<file path="config.mk">
export PLATFORM = sky130hd
export DESIGN_NAME = fuzzy_int_contrast_enhance_top
export DESIGN_NICKNAME = d
export VERILOG_FILES = /design/src/rtl/fice_pkg.sv /design/src/rtl/fuzzy_int_contrast_enhance_top.sv /design/src/rtl/fice_ctrl.sv /design/src/rtl/fice_dp.sv
export SDC_FILE = /design/constraint.sdc
export NUM_CORES = 1
export LEC_CHECK = 0
export BUFFER_PORTS_ARGS = -buffer_cell sky130_fd_sc_hd__buf_2
export CAP_MARGIN = 30
export CELL_PAD_IN_SITES_DETAIL_PLACEMENT = 1
export CELL_PAD_IN_SITES_GLOBAL_PLACEMENT = 2
export CORE_MARGIN = 8
export CORE_UTILIZATION = 46
export CTS_BUF_LIST = sky130_fd_sc_hd__clkbuf_2 sky130_fd_sc_hd__clkbuf_4 sky130_fd_sc_hd__clkbuf_8
export DETAILED_ROUTE_END_ITERATION = 8
export HOLD_SLACK_MARGIN = 0.05
export PLACE_DENSITY_LB_ADDON = 0.15
export SLEW_MARGIN = 10
export SYNTH_ARGS = -nofsm -noshare
export SYNTH_HDL_FRONTEND = slang
export SYNTH_SLANG_ARGS = --single-unit
</file>
<file path="constraint.sdc">
create_clock -name i_clk -period 9.5 [get_ports i_clk]
set_clock_uncertainty 0.1 [all_clocks]
set_input_delay 0.95 -clock i_clk [delete_from_list [all_inputs] [get_ports i_clk]]
set_output_delay 0.95 -clock i_clk [all_outputs]
set_load 0.02 [all_outputs]
</file>
<file path="src/rtl/fice_pkg.sv">
// Package of the fuzzy intensification contrast enhancer.
// Holds the default pixel width, command codes and the controller/datapath interface types.
`default_nettype none

package fice_pkg;

    localparam int PIXEL_BITS_DEF = 8;

    localparam logic CMD_GATHER  = 1'b0;
    localparam logic CMD_ENHANCE = 1'b1;

    typedef struct packed {
        logic load_gather;
        logic load_enhance;
        logic sq_en;
        logic sq_sel_d;
        logic num_en;
        logic div_step;
        logic out_load;
    } t_dp_cmd;

    typedef struct packed {
        logic pass;
    } t_dp_status;

endpackage

`default_nettype wire

</file>
<file path="src/rtl/fuzzy_int_contrast_enhance_top.sv">
// Channel    Direction  Handshake                   Payload
// input      in         i_in_valid / o_in_ready     i_cmd, i_frame_start, i_pixel
// output     out        o_out_valid / i_out_ready   o_enhanced
//
// A gather pixel gives no result and leaves the input ready.
// An enhance pixel holds the input through squaring, numerator, the restoring divider
// that yields one quotient bit a cycle, and the result hand-off; its result register
// loads as the input becomes ready again. A flat or empty frame goes to the hand-off.
// Reset sets the minimum to all ones and the maximum to zero.
// A result still waiting in the output register holds the next enhance pixel in its
// last cycle, and the input with it; gather pixels are not taken meanwhile.
//
// Top level of the fuzzy intensification contrast enhancer.
// Depends on fice_pkg, fice_ctrl and fice_dp.
`default_nettype none

module fuzzy_int_contrast_enhance_top #(
    parameter int PIXEL_BITS = fice_pkg::PIXEL_BITS_DEF
) (
    input  wire logic                   i_clk,
    input  wire logic                   i_rst_n,
    input  wire logic                   i_in_valid,
    output logic                        o_in_ready,
    input  wire logic                   i_cmd,
    input  wire logic                   i_frame_start,
    input  wire logic [PIXEL_BITS-1:0]  i_pixel,
    output logic                        o_out_valid,
    input  wire logic                   i_out_ready,
    output logic [PIXEL_BITS-1:0]       o_enhanced
);
    import fice_pkg::*;

    t_dp_cmd    w_dp_cmd;
    t_dp_status w_dp_status;

    fice_ctrl #(
        .PIXEL_BITS (PIXEL_BITS)
    ) u_ctrl (
        .i_clk       (i_clk),
        .i_rst_n     (i_rst_n),
        .i_in_valid  (i_in_valid),
        .i_cmd       (i_cmd),
        .o_in_ready  (o_in_ready),
        .i_out_ready (i_out_ready),
        .o_out_valid (o_out_valid),
        .o_dp_cmd    (w_dp_cmd),
        .i_dp_status (w_dp_status)
    );

    fice_dp #(
        .PIXEL_BITS (PIXEL_BITS)
    ) u_dp (
        .i_clk         (i_clk),
        .i_rst_n       (i_rst_n),
        .i_frame_start (i_frame_start),
        .i_pixel       (i_pixel),
        .i_dp_cmd      (w_dp_cmd),
        .o_dp_status   (w_dp_status),
        .o_enhanced    (o_enhanced)
    );

endmodule

`default_nettype wire

</file>
<file path="src/rtl/fice_ctrl.sv">
// Controller of the contrast enhancer: one-hot sequencer over accept, squaring,
// numerator, restoring division and result hand-off. Depends on fice_pkg.
`default_nettype none

module fice_ctrl #(
    parameter int PIXEL_BITS = 8
) (
    input  wire logic                  i_clk,
    input  wire logic                  i_rst_n,
    input  wire logic                  i_in_valid,
    input  wire logic                  i_cmd,
    output logic                       o_in_ready,
    input  wire logic                  i_out_ready,
    output logic                       o_out_valid,
    output fice_pkg::t_dp_cmd          o_dp_cmd,
    input  wire fice_pkg::t_dp_status  i_dp_status
);
    import fice_pkg::*;

    localparam int CW = $clog2(PIXEL_BITS + 1);

    typedef enum logic [5:0] {
        ST_IDLE = 6'b000001,
        ST_SQX  = 6'b000010,
        ST_SQD  = 6'b000100,
        ST_NUM  = 6'b001000,
        ST_DIV  = 6'b010000,
        ST_DONE = 6'b100000
    } t_state;

    t_state          r_state, n_state;
    logic [CW-1:0]   r_cnt, n_cnt;
    logic            r_out_valid, n_out_valid;
    logic            w_accept;
    logic            w_slot_free;

    assign o_in_ready  = (r_state == ST_IDLE);
    assign o_out_valid = r_out_valid;
    assign w_accept    = i_in_valid && (r_state == ST_IDLE);
    assign w_slot_free = !r_out_valid || i_out_ready;

    always_comb begin
        n_state     = r_state;
        n_cnt       = r_cnt;
        n_out_valid = r_out_valid && !i_out_ready;
        o_dp_cmd    = '0;
        case (r_state)
            ST_IDLE: begin
                if (w_accept && (i_cmd == CMD_GATHER)) begin
                    o_dp_cmd.load_gather = 1'b1;
                end else if (w_accept) begin
                    o_dp_cmd.load_enhance = 1'b1;
                    n_state = i_dp_status.pass ? ST_DONE : ST_SQX;
                end
            end
            ST_SQX: begin
                o_dp_cmd.sq_en = 1'b1;
                n_state = ST_SQD;
            end
            ST_SQD: begin
                o_dp_cmd.sq_en    = 1'b1;
                o_dp_cmd.sq_sel_d = 1'b1;
                n_state = ST_NUM;
            end
            ST_NUM: begin
                o_dp_cmd.num_en = 1'b1;
                n_cnt   = CW'(PIXEL_BITS);
                n_state = ST_DIV;
            end
            ST_DIV: begin
                o_dp_cmd.div_step = 1'b1;
                n_cnt = r_cnt - CW'(1);
                if (r_cnt == CW'(1)) begin
                    n_state = ST_DONE;
                end
            end
            ST_DONE: begin
                if (w_slot_free) begin
                    o_dp_cmd.out_load = 1'b1;
                    n_out_valid = 1'b1;
                    n_state = ST_IDLE;
                end
            end
            default: begin
                n_state = ST_IDLE;
            end
        endcase
    end

    always_ff @(posedge i_clk) begin
        if (!i_rst_n) begin
            r_state     <= ST_IDLE;
            r_cnt       <= '0;
            r_out_valid <= 1'b0;
        end else begin
            r_state     <= n_state;
            r_cnt       <= n_cnt;
            r_out_valid <= n_out_valid;
        end
    end

endmodule

`default_nettype wire

</file>
<file path="src/rtl/fice_dp.sv">
// Datapath of the contrast enhancer: min/max statistics, clamp, shared squarer,
// numerator build, one-bit-a-cycle restoring divider and output register.
// Depends on fice_pkg.
`default_nettype none

module fice_dp #(
    parameter int PIXEL_BITS = 8
) (
    input  wire logic                   i_clk,
    input  wire logic                   i_rst_n,
    input  wire logic                   i_frame_start,
    input  wire logic [PIXEL_BITS-1:0]  i_pixel,
    input  wire fice_pkg::t_dp_cmd      i_dp_cmd,
    output fice_pkg::t_dp_status        o_dp_status,
    output logic [PIXEL_BITS-1:0]       o_enhanced
);
    import fice_pkg::*;

    localparam int P  = PIXEL_BITS;
    localparam int NW = 2 * P + 3;

    logic [P-1:0]   r_min, n_min;
    logic [P-1:0]   r_max, n_max;
    logic [P-1:0]   r_pix;
    logic [P-1:0]   r_dd;
    logic [P-1:0]   r_x;
    logic           r_lower;
    logic           r_pass;
    logic [2*P-1:0] r_sqx;
    logic [2*P-1:0] r_sqd;
    logic [P:0]     r_rem;
    logic [P-1:0]   r_low;
    logic [P-1:0]   r_q;
    logic [P-1:0]   r_out;

    logic [P-1:0]   w_clamp;
    logic [P-1:0]   w_d;
    logic [P-1:0]   w_dd;
    logic           w_lower;
    logic [P-1:0]   w_mul_a;
    logic [2*P-1:0] w_prod;
    logic [NW-1:0]  w_num;
    logic [P+1:0]   w_trial;
    logic [P+1:0]   w_div;
    logic           w_ge;
    logic [P+1:0]   w_rem_next;

    assign o_dp_status.pass = (r_min >= r_max);
    assign o_enhanced       = r_out;

    always_comb begin
        n_min = r_min;
        n_max = r_max;
        if (i_frame_start) begin
            n_min = i_pixel;
            n_max = i_pixel;
        end else begin
            if (i_pixel < r_min) begin
                n_min = i_pixel;
            end
            if (i_pixel > r_max) begin
                n_max = i_pixel;
            end
        end
    end

    always_comb begin
        w_clamp = i_pixel;
        if (i_pixel < r_min) begin
            w_clamp = r_min;
        end else if (i_pixel > r_max) begin
            w_clamp = r_max;
        end
    end

    assign w_d     = w_clamp - r_min;
    assign w_dd    = r_max - r_min;
    assign w_lower = ({w_d, 1'b0} <= {1'b0, w_dd});

    assign w_mul_a = i_dp_cmd.sq_sel_d ? r_dd : r_x;
    assign w_prod  = {{P{1'b0}}, w_mul_a} * {{P{1'b0}}, w_mul_a};

    always_comb begin
        if (r_lower) begin
            w_num = (NW'(r_sqx) << 2) + NW'(r_dd);
        end else begin
            w_num = (NW'(r_sqd) << 1) - (NW'(r_sqx) << 2) + NW'(r_dd);
        end
    end

    assign w_trial    = {r_rem, r_low[P-1]};
    assign w_div      = {1'b0, r_dd, 1'b0};
    assign w_ge       = (w_trial >= w_div);
    assign w_rem_next = w_ge ? (w_trial - w_div) : w_trial;

    always_ff @(posedge i_clk) begin
        if (!i_rst_n) begin
            r_min <= '1;
            r_max <= '0;
        end else if (i_dp_cmd.load_gather) begin
            r_min <= n_min;
            r_max <= n_max;
        end
    end

    always_ff @(posedge i_clk) begin
        if (i_dp_cmd.load_enhance) begin
            r_pix   <= i_pixel;
            r_dd    <= w_dd;
            r_x     <= w_lower ? w_d : (w_dd - w_d);
            r_lower <= w_lower;
            r_pass  <= o_dp_status.pass;
        end
        if (i_dp_cmd.sq_en && !i_dp_cmd.sq_sel_d) begin
            r_sqx <= w_prod;
        end
        if (i_dp_cmd.sq_en && i_dp_cmd.sq_sel_d) begin
            r_sqd <= w_prod;
        end
        if (i_dp_cmd.num_en) begin
            r_rem <= w_num[2*P:P];
            r_low <= w_num[P-1:0];
        end else if (i_dp_cmd.div_step) begin
            r_rem <= w_rem_next[P:0];
            r_low <= r_low << 1;
            r_q   <= P'({r_q, w_ge});
        end
        if (i_dp_cmd.out_load) begin
            r_out <= r_pass ? r_pix : (r_min + r_q);
        end
    end

endmodule

`default_nettype wire

</file>
==> results.yml <==
setup_path:
  crit_buf_inv: 2
  cpMaxStageDelayCell: "a21oi_1"
  cp.required_ns: 9.59
  cp_cell_sequence: "nor4_1, nand3_1, a21oi_1, nor2_1, fa_1, fa_1, inv_1, fa_1, fa_1, inv_1, ha_1, or3_1, o21ai_0, a21oi_1, and4_1, a2111oi_1, a21oi_1, xor2_1"
  critPathMaxStageDelay_ns: 0.73
  path_delay_family: "adder cells"
  crit_fanout: 18
  start_kind: "flop"
  end_kind: "flop"
  path_common_cell: "fa_1"
  cp.arrival_ns: 6.85
  worstRegToRegCells: 18
  r2r-end: "u_dp.r_sqd[15]"
  r2r_slack_ns: 2.74
  crit_type: "reg -> reg"
  r2r-start: "u_ctrl.r_state[0]"
clock_tree:
  clock_latency_ns: 0.45
  clkSlewWorstSetupHoldPaths_ns: 0.09
  cts-resized-gates: 0
  cts_setup_buffers: 0
  cts_tree: "yes"
  cts_hold_buf: 0
  cts-buffers-inserted: 17
  clock_sinks: 115
  clockBufferDepth: 2
  h-tree-depth: 4
  clockRootBuffer: "clkbuf_8"
sta:
  setup_violations: 0
  rsz0062_at_grt: "false"
  hold_viol: 0
  tightest_slew_ns: 0.814
  period_needed_ns: 6.76
  setup_tns_ns: 0
  slew-limit-headroom: 0.456
  fin_crit_sh: 0.712
  slew_viol_final: 0
  fmax_ghz: 0.148
final_layout:
  final_area_mm2: 0.0104
  final_cell_mix: "inv_1, ha_1, edfxtp_1, nand2_1, nor2_1"
  layout_commonest_cell: "inv_1"
  area_growth_syn_to_layout_pct: 8.54
  final_util: 0.511
  nNetsFinal: 1213
  final_cells: 1326
  n_fill_cell: 2368
  n_antenna_cell: 0
  drive_gt1_frac: 0.0729
route:
  drt_first_pass_iters: 4
  vias: 7168
  drt.antenna.violating_nets: 0
  drt-wirelength-per-cell_um: 17.5
  drcViolationCount: 0
  viasPerCell: 5.41
  drt-total-wl_um: 23200
  first_iter_violations: 295
synthesis:
  avgSynthCellArea_um2: 9.42
  synth_seq_cells: 115
  synth_nets: 1185
  netlist_instances: 1015
  synth_edf_count: 88
  netlist_area_mm2: 0.00956
  synth-seq-area-share: 0.333
  ys.warnings.count: 0
  synth-async-reset-ratio: 0
  synth_cell_types: 64
  synth-main-ff-cell: "edfxtp_1"
run_status:
  outcome: "complete, no violations"
placement:
  place_inst: 1294
  dp_hpwl_um: 19000
  place_congestion: 0.845
  placed_cell_area_mm2: 0.00998
  portBuffers: 23
floorplanning:
  coreArea_mm2: 0.0203
  io_pins: 24
  dieArea_mm2: 0.0256
  core.rowCount: 52
  die_x_um: 160
  die_h_um: 160
  start_util: 0.471
power_and_ir_drop:
  ir_worst_vdd_v: 0.000334
  cellLeakagePower_nw: 4.70
  powerDensity_mw_per_mm2: 393
grt:
  grt_pass1_wl_um: 38900
  gr-total-overflow: 0
  grt_max_degree: 30
  grt_usage: 0.187
  antenna_found_initial: 0
  grt_pass1_vias: 7558
worst_hold_path:
  hold_start: "u_dp.r_q[6]"
  holdPathEnd: "u_dp.r_q[7]"
  hold_depth: 0
  hp-class: "reg -> reg"
job:
  maxCapViolCount: 0
[kinds of logic (layout without fill, tap and decap cells)]
kind of cell	count (synthesis)	in the layout	synth area share
flip-flops	115	115	0.333
AND/OR/NAND/NOR	254	254	0.128
XOR/XNOR	67	67	0.0614
buffers and inverters	167	208	0.0666
multiplexers	27	27	0.0292
adder cells (fa/ha/maj)	156	156	0.232
AO/OA/AOI/OAI	229	229	0.149
[layer usage]
layer  routed length, µm  global-route usage
met1               12300               0.268
met3                 557              0.0252
met4                 304              0.0548
met5                   0                   0
met2               10100               0.289
[worst max-delay path by stage]
| stage | to | cells past startpoint | slack [ns] | start |
|---|---|---|---|---|
| after floorplan | u_dp.r_sqd[15] | 24 | 3.46 | u_ctrl.r_state[3] |
| after global placement | u_dp.r_sqd[15] | 18 | 2.91 | u_ctrl.r_state[0] |
| after detailed placement | u_dp.r_sqd[15] | 18 | 2.76 | u_ctrl.r_state[0] |
| after CTS | u_dp.r_sqd[15] | 18 | 2.71 | u_ctrl.r_state[0] |
| after global routing | u_dp.r_sqd[15] | 22 | 2.13 | u_ctrl.r_state[3] |
| final | u_dp.r_sqd[15] | 18 | 2.74 | u_ctrl.r_state[0] |
[Yosys cell counts (8+ instances only)]
cell | instances | share of area
o21ai_0 | 62 | 0.032
inv_1 | 146 | 0.057
nor2b_1 | 21 | 0.014
nor2_1 | 74 | 0.029
o211ai_1 | 15 | 0.012
nand3_1 | 12 | 0.0063
a21oi_1 | 71 | 0.037
nor3_1 | 12 | 0.0063
dfxtp_1 | 27 | 0.057
edfxtp_1 | 88 | 0.28
mux2i_1 | 23 | 0.024
and3_1 | 8 | 0.0052
o21a_1 | 10 | 0.0079
nand2_1 | 77 | 0.030
xnor2_1 | 42 | 0.038
fa_1 | 36 | 0.075
o21bai_1 | 9 | 0.0071
nand4_1 | 10 | 0.0065
ha_1 | 120 | 0.16
a21o_1 | 21 | 0.016
xor2_1 | 25 | 0.023
clkbuf_1 | 18 | 0.0071
[where the power goes]
part	switching, mW	total [mW]	internal [mW]
Clock	0.243	0.461	0.219
Combinational	1.59	2.74	1.15
Sequential	0.0252	0.878	0.853
[stage by stage]
stage / total power, mW / hold WS, ns / setup slack [ns]
6_report: 4.08 / 0.366 / 2.74
4_1_cts: 4.13 / 0.371 / 2.71
3_3_place_gp: 3.54 / 0.349 / 2.91
5_1_grt: 4.57 / 0.393 / 2.13
3_5_place_dp: 3.64 / 0.365 / 2.76
2_1_floorplan: 3.02 / 0.333 / 3.46
[worst register-to-register path, delay by kind of cell, from the launching register on]
family          cells  cell delay (ns)
buf+inv             2             0.09
compound gates      5             1.58
simple gates        5             1.72
xor+xnor            1             0.18
fa+ha+maj           5             2.45
flops               1             0.37
[state kept, by name, indices dropped and copies added (netlist names), 6 cells and up]
signal           flops
u_dp.r_pix           8
u_dp.r_sqx          14
u_ctrl.r_state       6
u_dp.o_enhanced      8
u_dp.r_q             8
u_dp.r_min           8
u_dp.r_max           8
u_dp.r_dd            8
u_dp.r_rem           9
u_dp.r_x             8
u_dp.r_low           8
u_dp.r_sqd          15
[final cells by class]
type	count	area (µm²)	area share
clock buffers	17	234	0.0226
multi-input cells	733	5740	0.554
well taps	270	338	0.0326
clock inverters	15	160	0.0154
inverters	146	548	0.0528
flip-flops and latches	115	3180	0.307
repair buffers	30	168	0.0162
No activity file was read; power rests on OpenSTA's default activity.
